[src/address_range_claim_table_assert.svh]
// Assertion macros shared by the address range claim table RTL.
`ifndef ADDRESS_RANGE_CLAIM_TABLE_ASSERT_SVH
`define ADDRESS_RANGE_CLAIM_TABLE_ASSERT_SVH

`ifndef SYNTH
// Checked on every rising edge of clk_i, disabled while rst_ni is low.
`define ARCT_ASSERT(lbl, prop) \
  lbl: assert property (@(posedge clk_i) disable iff (!rst_ni) (prop)) \
    else $error("address_range_claim_table: assertion failed");
`define ARCT_ASSERT_MSG(lbl, prop, msg) \
  lbl: assert property (@(posedge clk_i) disable iff (!rst_ni) (prop)) \
    else $error(msg);
`else
`define ARCT_ASSERT(lbl, prop)
`define ARCT_ASSERT_MSG(lbl, prop, msg)
`endif

`endif

[src/arct_pkg.sv]
// Shared types and constants of the address range claim table.
`timescale 1ns / 1ps

package arct_pkg;

  localparam int unsigned SLOTS  = 64;
  localparam int unsigned IDX_W  = (SLOTS > 1) ? $clog2(SLOTS) : 1;
  localparam int unsigned CNT_W  = IDX_W + 1;
  localparam int unsigned ADDR_W = 3;
  localparam int unsigned DATA_W = 32;

  // Register select is address bit 2 (registers at byte 0 and byte 4).
  localparam logic REG_RSV_START = 1'b0;
  localparam logic REG_RSV_END   = 1'b1;

  localparam logic [3:0] CLAIM_ARGS   = 4'd3;
  localparam logic [3:0] CLAIM_RETS   = 4'd1;
  localparam logic [3:0] RELEASE_ARGS = 4'd2;
  localparam logic [3:0] RELEASE_RETS = 4'd0;

  localparam logic STATUS_OK   = 1'b0;
  localparam logic STATUS_FAIL = 1'b1;

  typedef enum logic {
    ACT_CLAIM   = 1'b0,
    ACT_RELEASE = 1'b1
  } action_e;

  typedef enum logic [1:0] {
    ST_IDLE,
    ST_SCAN,
    ST_DONE
  } state_e;

  typedef struct packed {
    logic [DATA_W-1:0] lo;
    logic [DATA_W-1:0] hi;
  } slot_t;

  typedef struct packed {
    action_e           action;
    logic [3:0]        arg_count;
    logic [3:0]        ret_count;
    logic [DATA_W-1:0] range_base;
    logic [DATA_W-1:0] range_size;
    logic [DATA_W-1:0] alignment;
  } req_t;

  typedef struct packed {
    logic              en;
    logic [IDX_W-1:0]  addr;
    slot_t             data;
  } wr_t;

  typedef struct packed {
    logic              status;
    logic [DATA_W-1:0] granted_base;
  } res_t;

endpackage

[src/arct_slot_mem.sv]
// Slot memory: one write port, one registered read port, per-entry valid bits.
`timescale 1ns / 1ps

module arct_slot_mem (
  input  logic                  clk_i,
  input  logic                  rst_ni,
  input  logic                  rd_en_i,
  input  logic [arct_pkg::IDX_W-1:0] rd_addr_i,
  output arct_pkg::slot_t       rd_data_o,
  input  arct_pkg::wr_t         wr_i
);
  import arct_pkg::*;

  slot_t            mem [SLOTS];
  logic [SLOTS-1:0] vld_q;
  slot_t            rd_data_q;
  logic             rd_vld_q;

  always_ff @(posedge clk_i) begin
    if (wr_i.en) begin
      mem[wr_i.addr] <= wr_i.data;
    end
    if (rd_en_i) begin
      rd_data_q <= mem[rd_addr_i];
    end
  end

  // An entry never written since reset reads as a free slot of all zeros.
  always_ff @(posedge clk_i or negedge rst_ni) begin
    if (!rst_ni) begin
      vld_q    <= '0;
      rd_vld_q <= 1'b0;
    end else begin
      if (wr_i.en) begin
        vld_q[wr_i.addr] <= 1'b1;
      end
      if (rd_en_i) begin
        rd_vld_q <= vld_q[rd_addr_i];
      end
    end
  end

  assign rd_data_o = rd_vld_q ? rd_data_q : '0;

endmodule

[src/arct_scan.sv]
// Request sequencer: checks a request, scans the slot memory and writes back.
`timescale 1ns / 1ps

module arct_scan (
  input  logic                       clk_i,
  input  logic                       rst_ni,
  input  logic                       start_i,
  input  arct_pkg::req_t             req_i,
  input  logic [arct_pkg::DATA_W-1:0] rsv_start_i,
  input  logic [arct_pkg::DATA_W-1:0] rsv_end_i,
  output logic                       idle_o,
  output logic                       res_valid_o,
  input  logic                       res_ready_i,
  output arct_pkg::res_t             res_o,
  output logic                       rd_en_o,
  output logic [arct_pkg::IDX_W-1:0] rd_addr_o,
  input  arct_pkg::slot_t            rd_data_i,
  output arct_pkg::wr_t              wr_o
);
  import arct_pkg::*;

  state_e            state_q, state_d;
  logic [CNT_W-1:0]  cnt_q, cnt_d;
  logic              chk_vld_q, chk_vld_d;
  logic [IDX_W-1:0]  chk_idx_q, chk_idx_d;
  logic              have_free_q, have_free_d;
  logic [IDX_W-1:0]  free_idx_q, free_idx_d;
  action_e           action_q, action_d;
  logic [DATA_W-1:0] base_q, base_d;
  logic [DATA_W-1:0] rend_q, rend_d;
  logic              status_q, status_d;
  logic [DATA_W-1:0] granted_q, granted_d;

  logic [DATA_W-1:0] req_end;
  logic              shape_ok;
  logic              in_rsv;
  logic              last;
  logic              hit;
  logic              free_now;

  assign req_end = req_i.range_base + req_i.range_size;
  assign in_rsv  = (req_i.range_base >= rsv_start_i) && (req_end < rsv_end_i);
  assign last    = (chk_idx_q == IDX_W'(SLOTS - 1));

  always_comb begin
    unique case (req_i.action)
      ACT_CLAIM: shape_ok = (req_i.arg_count == CLAIM_ARGS) &&
                            (req_i.ret_count == CLAIM_RETS) &&
                            (req_i.alignment == '0);
      ACT_RELEASE: shape_ok = (req_i.arg_count == RELEASE_ARGS) &&
                              (req_i.ret_count == RELEASE_RETS);
      default: shape_ok = 1'b0;
    endcase
  end

  // Overlap test of the claim against one stored entry, or exact match on release.
  always_comb begin
    free_now = (rd_data_i.hi == '0);
    if (action_q == ACT_CLAIM) begin
      hit = !free_now &&
            (((base_q >= rd_data_i.lo) && (base_q < rd_data_i.hi)) ||
             ((rend_q >= rd_data_i.lo) && (rend_q < rd_data_i.hi)));
    end else begin
      hit = (rd_data_i.lo == base_q) && (rd_data_i.hi == rend_q);
    end
  end

  always_comb begin
    state_d     = state_q;
    cnt_d       = cnt_q;
    chk_vld_d   = 1'b0;
    chk_idx_d   = chk_idx_q;
    have_free_d = have_free_q;
    free_idx_d  = free_idx_q;
    action_d    = action_q;
    base_d      = base_q;
    rend_d      = rend_q;
    status_d    = status_q;
    granted_d   = granted_q;
    rd_en_o     = 1'b0;
    rd_addr_o   = cnt_q[IDX_W-1:0];
    wr_o        = '0;
    idle_o      = 1'b0;
    res_valid_o = 1'b0;

    unique case (state_q)
      ST_IDLE: begin
        idle_o = 1'b1;
        if (start_i) begin
          action_d    = req_i.action;
          base_d      = req_i.range_base;
          rend_d      = req_end;
          cnt_d       = '0;
          have_free_d = 1'b0;
          if (shape_ok && !in_rsv) begin
            state_d = ST_SCAN;
          end else begin
            status_d  = STATUS_FAIL;
            granted_d = '0;
            state_d   = ST_DONE;
          end
        end
      end
      ST_SCAN: begin
        if (cnt_q < CNT_W'(SLOTS)) begin
          rd_en_o   = 1'b1;
          cnt_d     = cnt_q + CNT_W'(1);
          chk_vld_d = 1'b1;
          chk_idx_d = cnt_q[IDX_W-1:0];
        end
        if (chk_vld_q) begin
          if (action_q == ACT_CLAIM) begin
            if (free_now && !have_free_q) begin
              have_free_d = 1'b1;
              free_idx_d  = chk_idx_q;
            end
            if (hit) begin
              status_d  = STATUS_FAIL;
              granted_d = '0;
              state_d   = ST_DONE;
            end else if (last) begin
              state_d = ST_DONE;
              if (have_free_q || free_now) begin
                wr_o.en      = 1'b1;
                wr_o.addr    = have_free_q ? free_idx_q : chk_idx_q;
                wr_o.data.lo = base_q;
                wr_o.data.hi = rend_q;
                status_d     = STATUS_OK;
                granted_d    = base_q;
              end else begin
                status_d  = STATUS_FAIL;
                granted_d = '0;
              end
            end
          end else begin
            if (hit) begin
              wr_o.en   = 1'b1;
              wr_o.addr = chk_idx_q;
              status_d  = STATUS_OK;
              granted_d = '0;
              state_d   = ST_DONE;
            end else if (last) begin
              status_d  = STATUS_FAIL;
              granted_d = '0;
              state_d   = ST_DONE;
            end
          end
        end
      end
      ST_DONE: begin
        res_valid_o = 1'b1;
        if (res_ready_i) begin
          state_d = ST_IDLE;
        end
      end
      default: state_d = ST_IDLE;
    endcase
  end

  always_ff @(posedge clk_i or negedge rst_ni) begin
    if (!rst_ni) begin
      state_q   <= ST_IDLE;
      cnt_q     <= '0;
      chk_vld_q <= 1'b0;
    end else begin
      state_q   <= state_d;
      cnt_q     <= cnt_d;
      chk_vld_q <= chk_vld_d;
    end
  end

  always_ff @(posedge clk_i) begin
    chk_idx_q   <= chk_idx_d;
    have_free_q <= have_free_d;
    free_idx_q  <= free_idx_d;
    action_q    <= action_d;
    base_q      <= base_d;
    rend_q      <= rend_d;
    status_q    <= status_d;
    granted_q   <= granted_d;
  end

  assign res_o.status       = status_q;
  assign res_o.granted_base = granted_q;

endmodule

[src/address_range_claim_table.sv]
// Top level of the address range claim table.
// Usage:
//   Requests enter on the s_ channel: s_tuser_i carries the action (claim or
//   release), s_tdata_i the call shape and the range. One result per request
//   leaves on the m_ channel: m_tuser_o is the status, m_tdata_o the base
//   granted by a successful claim (zero otherwise).
//   Requests are handled one at a time. A request that passes its checks
//   reads the slots through the single read port of the slot memory, one
//   slot per cycle. The next request is not accepted until the result of
//   the current one has moved into the output register behind m_tvalid_o.
//   A claim stops its scan at the first overlap and a release at its match.
//   A request refused by its checks skips the scan and goes straight to
//   the done state, from which its result moves to the output register.
//   A new request is accepted as soon as the previous result sits in the
//   output register, even if the receiver has not yet taken it.
//   When the receiver stalls with a result held, a finished scan waits and
//   no further request is accepted.
//   Reset clears the control and configuration registers and marks every
//   slot free at once; the block is idle and ready for a request as soon
//   as reset is released.
`timescale 1ns / 1ps
`include "address_range_claim_table_assert.svh"

module address_range_claim_table (
  input  logic                        clk_i,
  input  logic                        rst_ni,
  // s_tdata_i: arg_count[3:0], ret_count[7:4], range_base[39:8],
  //            range_size[71:40], alignment[103:72]
  input  logic                        s_tvalid_i,
  output logic                        s_tready_o,
  input  logic [103:0]                s_tdata_i,
  // s_tuser_i: action[0]
  input  logic                        s_tuser_i,
  output logic                        m_tvalid_o,
  input  logic                        m_tready_i,
  // m_tdata_o: granted_base[31:0]
  output logic [arct_pkg::DATA_W-1:0] m_tdata_o,
  // m_tuser_o: status[0]
  output logic                        m_tuser_o,
  input  logic                        psel,
  input  logic                        penable,
  input  logic                        pwrite,
  input  logic [arct_pkg::ADDR_W-1:0] paddr,
  input  logic [arct_pkg::DATA_W-1:0] pwdata,
  output logic [arct_pkg::DATA_W-1:0] prdata,
  output logic                        pready
);
  import arct_pkg::*;

  logic [DATA_W-1:0] rsv_start_q, rsv_end_q;
  logic              m_valid_q;
  res_t              m_res_q;

  req_t              req;
  res_t              res;
  logic              idle;
  logic              res_valid;
  logic              res_ready;
  logic              start;
  logic              rd_en;
  logic [IDX_W-1:0]  rd_addr;
  slot_t             rd_data;
  wr_t               wr;
  logic              cfg_wr;

  assign pready = 1'b1;
  assign cfg_wr = psel && penable && pwrite && pready;

  always_ff @(posedge clk_i or negedge rst_ni) begin
    if (!rst_ni) begin
      rsv_start_q <= '0;
      rsv_end_q   <= '0;
    end else if (cfg_wr) begin
      unique case (paddr[2])
        REG_RSV_START: rsv_start_q <= pwdata;
        REG_RSV_END:   rsv_end_q   <= pwdata;
        default:       rsv_start_q <= rsv_start_q;
      endcase
    end
  end

  always_comb begin
    unique case (paddr[2])
      REG_RSV_START: prdata = rsv_start_q;
      REG_RSV_END:   prdata = rsv_end_q;
      default:       prdata = '0;
    endcase
  end

  assign req.action     = action_e'(s_tuser_i);
  assign req.arg_count  = s_tdata_i[3:0];
  assign req.ret_count  = s_tdata_i[7:4];
  assign req.range_base = s_tdata_i[39:8];
  assign req.range_size = s_tdata_i[71:40];
  assign req.alignment  = s_tdata_i[103:72];

  assign s_tready_o = idle;
  assign start      = s_tvalid_i && idle;
  assign res_ready  = !m_valid_q || m_tready_i;

  arct_scan u_scan (
    .clk_i       (clk_i),
    .rst_ni      (rst_ni),
    .start_i     (start),
    .req_i       (req),
    .rsv_start_i (rsv_start_q),
    .rsv_end_i   (rsv_end_q),
    .idle_o      (idle),
    .res_valid_o (res_valid),
    .res_ready_i (res_ready),
    .res_o       (res),
    .rd_en_o     (rd_en),
    .rd_addr_o   (rd_addr),
    .rd_data_i   (rd_data),
    .wr_o        (wr)
  );

  arct_slot_mem u_mem (
    .clk_i     (clk_i),
    .rst_ni    (rst_ni),
    .rd_en_i   (rd_en),
    .rd_addr_i (rd_addr),
    .rd_data_o (rd_data),
    .wr_i      (wr)
  );

  // Output register decouples the finished result from the receiver.
  always_ff @(posedge clk_i or negedge rst_ni) begin
    if (!rst_ni) begin
      m_valid_q <= 1'b0;
    end else if (res_valid && res_ready) begin
      m_valid_q <= 1'b1;
    end else if (m_tready_i) begin
      m_valid_q <= 1'b0;
    end
  end

  always_ff @(posedge clk_i) begin
    if (res_valid && res_ready) begin
      m_res_q <= res;
    end
  end

  assign m_tvalid_o = m_valid_q;
  assign m_tdata_o  = m_res_q.granted_base;
  assign m_tuser_o  = m_res_q.status;

  `ARCT_ASSERT_MSG(a_one_at_a_time, (s_tvalid_i && s_tready_o) |=> !s_tready_o,
    "second request accepted while one is in flight")
  `ARCT_ASSERT_MSG(a_fail_no_base, (m_tvalid_o && (m_tuser_o == STATUS_FAIL)) |->
    (m_tdata_o == '0), "failed request reports a nonzero base")
  `ARCT_ASSERT_MSG(a_write_busy, wr.en |-> (!idle && !res_valid),
    "slot memory written outside of a scan")
  `ARCT_ASSERT(a_read_busy, rd_en |-> !idle)

endmodule
[config.mk]
export PLATFORM = sky130hd
export DESIGN_NAME = address_range_claim_table
export DESIGN_NICKNAME = d
export VERILOG_FILES = /design/src/arct_pkg.sv /design/src/arct_slot_mem.sv /design/src/arct_scan.sv /design/src/address_range_claim_table.sv
export VERILOG_INCLUDE_DIRS = /design/src /design/src/src
export SDC_FILE = /design/constraint.sdc
export NUM_CORES = 2
export LEC_CHECK = 0
export ABC_AREA = 0
export BUFFER_PORTS_ARGS = -buffer_cell sky130_fd_sc_hd__buf_2
export CAP_MARGIN = 20
export CORE_MARGIN = 3
export CORE_UTILIZATION = 40
export DETAILED_ROUTE_END_ITERATION = 7
export HOLD_SLACK_MARGIN = 0.15
export RECOVER_POWER = 25
export SYNTH_ARGS = -nofsm -noshare
export SYNTH_HDL_FRONTEND = slang
export SYNTH_SLANG_ARGS = --single-unit
[constraint.sdc]
create_clock -name clk_i -period 7.61 [get_ports clk_i]
set_clock_uncertainty 0.1 [all_clocks]
set_input_delay 0.761 -clock clk_i [delete_from_list [all_inputs] [get_ports clk_i]]
set_output_delay 0.761 -clock clk_i [all_outputs]
set_load 0.03 [all_outputs]
==> results.md <==
• 211 — # port buffers
• 0.8696 — Routability Congestion
• 6 — count of TritonRoute iterations in the first routing pass
• 34.13% — met2 Track Usage GR
• 869.7 ps — setup slack of the critical path after layout
• 245.9 nW/um2 — Power Density
• 3.150% — Post-synth ARST share
• 21.43% — global routing usage summed across all routing layers
• 870 ps — R2R Setup Slk
• 0 — final hold violation count
• sky130_fd_sc_hd__clkbuf_16 — root cell of the clock tree
• 88.57% — crit share post-route
• 35204 — number of fillers in the final layout
• u_mem.rd_vld_q — Critical Path Start
• 132 — pin count of the biggest net entering global routing
• 76.08% — proportion of synthesized chip area in sequential cells
• 4304 x sky130_fd_sc_hd__edfxtp_1, 1365 x sky130_fd_sc_hd__mux4_2, 238 x sky130_fd_sc_hd__clkbuf_1 — cell types with the highest counts after synthesis
• 4427 ps — transition time at the pin with the least slew margin
• 84 — count of unique library cells instantiated by Yosys
• 7505 — Post-Synthesis Cells
• 6740 ps — clock period minus final worst setup slack
• 444100 um2 — Die Footprint
• 49 — maximum net fanout on the critical path
• flip-flop — Setup crit start kind
• sky130_fd_sc_hd__buf_4 — cell repeated most along the worst path
• 5 — number of levels in the clock H-tree
• 215 — IO Count
• 40460 um2 — area of combinational cells with multiple inputs
• 20.44% — switching fraction of total power
• sky130_fd_sc_hd__edfxtp_1 74%, sky130_fd_sc_hd__mux4_2 18%, sky130_fd_sc_hd__dfrtp_1 2.0% — Synth area leaders
• 4444 — CTS sink count
• 0 — Post-route DRC
• 4.317% — M3 GR Usage
• 666.4 um — overall die height
• u_mem.rd_vld_q — FF-to-FF Start
• 257000 um — placed wire-length estimate
• 54.6% — part of the power in registers
• 0 — number of warning messages in the yosys log
• 49.08 mW — Pwr Total
• 0.0002107 V — Max VDD drop
• no — setup repair after global routing missed its margin
• input pin to flip-flop — Worst Hold Class
• 671700 um — first-pass GRT wire length
• 15 — number of cells on the worst reg-to-reg path
• 8511 — number of nets in the finished design
• flip-flop to flip-flop — critical path class
• 0 — number of setup violations in the final report
• 1070 ps — longest individual stage delay on the worst path
• sky130_fd_sc_hd__edfxtp_1 — most frequent cell after synthesis
• 29.43% — share of cells above drive strength 1
• 84846 — number of global-route vias before repair
• 39.05 mW — internal cell power
• 70.78 nW — leakage power total
• 174500 um2 — total standard cell area after synthesis
• 434 — number of buffers created by CTS
• sky130_fd_sc_hd__edfxtp_1 — largest area contributor in the netlist
• capacitance limit, slew limit — failing checks
• u_mem.mem[16][58] — reg-to-reg critical path endpoint
• 23.25 um2 — Synth Area per Inst
• 14.38% — Synth-to-Final Area Change
• 1284 ps — Setup WS pre-CTS
• met2 — routing layer with the top usage in global route
• 8150 ps — Crit path required time
• 4 — clock buffer depth
• 30.29% — met1 demand-to-capacity share in global routing
• 4444 — Synth Register Bits
• 71 — Post-CTS Hold Buffers
• 0.1484 GHz — maximum clock rate
• 4304 — number of enable flip-flop cells after synthesis
• -195.1% — worst slew margin relative to its limit
• 241 — cell row count
• 41 — initial antenna violation count
• 666.4 um — Horiz. Die Dim
• 0 — total gr overflow
• 132800 um2 — area taken by flip-flops and latches
• 74.08% — top-area cell type share of the netlist area
• 5.941 — per-cell via count in the routed design
• 432700 um2 — area of the placeable core
• u_mem.mem[16][58] — capturing element of the worst setup path
• sky130_fd_sc_hd__nor2_4 — highest-delay cell along the critical path
• 1238 — Final Slew Violations
• 70 ps — clock transition at the register clock pins on the worst setup and hold paths after CTS
• 0 — count of antenna-violating nets left after detailed routing
• 43.0% — proportion of power drawn by the clock network
• 980 ps — worst skew pair latency
• 10.03 mW — switching power
• 10335 — number of DRC markers in iteration 0
• done — TritonCTS clock tree
• 0 — number of buffers added for setup after CTS
• 7280 ps — CP Data Arrival Time
• 2.4% — combinational cell fraction of total power
• flip-flop — endpoint kind of the worst setup timing path
• 7875 — net count after synthesis
• 84589 — Vias
• 481100 um — WL final
• 40.32% — Initial Utilization
• 33.79 um — routed length per instance
• 0 ps — total negative slack
• complete, but fails checks — status
• sky130_fd_sc_hd__edfxtp_1 — Primary FF master, synth
• 26 — count of maximum capacitance violations
• 0 — post-cts sizing count
• buf_4 -> nand2_1 -> ha_1 -> a21o_1 -> a21oi_1 -> o211ai_1 -> a221o_1 -> nor3_1 -> o32ai_1 -> o21bai_1 -> nor3b_1 -> o211ai_2 -> clkbuf_1 -> nor2_4 -> buf_4 — ordered list of cells on the worst path
## worst max-delay path: cells and delay by family (launching register included)
kind                     cells  cell delay [ps]
AND/OR/NAND/NOR              4             2180
AO/OA/AOI/OAI                7             1600
buffers and inverters        3             1360
flip-flops                   1              800
adder cells (fa/ha/maj)      1              320
## cell families (layout without fill, tap and decap cells)
logic type               count (synthesis)  in the layout  share of synthesized area (%)
AO/OA/AOI/OAI                          373            373                          1.461
adder cells (fa/ha/maj)                223            223                          1.603
buffers and inverters                  430           1440                         0.9724
XOR/XNOR                                29             29                         0.1456
other                                    1             14                       0.002149
multiplexers                          1433           1433                          18.06
AND/OR/NAND/NOR                        572            572                          1.674
flip-flops                            4444           4444                          76.08
## worst min-delay path by stage
stage                               startpoint            end  slack [ps]  depth (start not counted)
after floorplan            u_scan.granted_q[0]   m_tdata_o[0]         300                          0
after global placement    u_scan.granted_q[10]  m_tdata_o[10]         300                          0
after detailed placement   u_scan.granted_q[9]   m_tdata_o[9]         310                          0
after CTS                           m_tready_i     m_tvalid_o         150                          3
after global routing                m_tready_i     m_tvalid_o         170                          3
final                               m_tready_i     m_tvalid_o         180                          3
## power by group through the flow
stage	sequential [mW]	combinational [mW]	clock, mW
3_5_place_dp	27.3	1.15	0
4_1_cts	26.8	1.19	21.5
2_1_floorplan	27.2	0.733	0
5_1_grt	26.8	1.28	22.4
6_report	26.8	1.16	21.1
3_3_place_gp	27.3	1.14	0
## area by class of cell
cell class / instances / area share (%)
sequential: 4444 / 66.52
multi-input combinational: 2631 / 20.27
clock buffer: 537 / 5.715
tap: 5710 / 3.580
timing repair buffer: 553 / 2.512
clock inverter: 273 / 1.239
inverter: 77 / 0.1455
antenna: 13 / 0.01630
## flip-flops by register name (all words and copies together), names as in the netlist, 2 cells and up
name	flops
u_mem.rd_data_q	64
u_scan.rend_q	32
u_mem.mem	4096
u_scan.cnt_q	7
u_scan.chk_idx_q	6
m_tdata_o	32
rsv_start_q	32
rsv_end_q	32
u_scan.granted_q	32
u_mem.vld_q	64
u_scan.free_idx_q	6
u_scan.base_q	32
u_scan.state_q	2
## routing by layer
| layer | share of wire, % | routed length (um) |
|---|---|---|
| met2 | 48 | 229900 |
| met1 | 40 | 193200 |
| met3 | 9.2 | 44300 |
| met5 | 0.025 | 119 |
| met4 | 2.8 | 13660 |
## cells in the final DEF, fill, tap and decap left out, types with 82 or more instances in the layout
cell type and instances:
sky130_fd_sc_hd__buf_4 112, sky130_fd_sc_hd__dfrtp_1 138, sky130_fd_sc_hd__ha_1 222, sky130_fd_sc_hd__buf_12 107, sky130_fd_sc_hd__clkinv_2 85, sky130_fd_sc_hd__clkinv_1 116
sky130_fd_sc_hd__nand2_1 174, sky130_fd_sc_hd__o21ai_0 82, sky130_fd_sc_hd__clkbuf_1 212, sky130_fd_sc_hd__edfxtp_1 4304, sky130_fd_sc_hd__mux4_2 1365, sky130_fd_sc_hd__a21oi_1 93
sky130_fd_sc_hd__clkbuf_16 440, sky130_fd_sc_hd__buf_2 109
## through the flow
stage	util, %	cells	hold WS [ps]	area, um2
after CTS	46.05	14181	154.4	199300
after floorplan	-	7505	300.3	174500
final	46.12	14238	182.9	199600
after global routing	46.11	14228	173.7	199500
after detailed placement	42.68	13300	306.2	184700
after global placement	42.65	13294	302.3	184500
No activity file was read; power rests on OpenSTA's default activity.
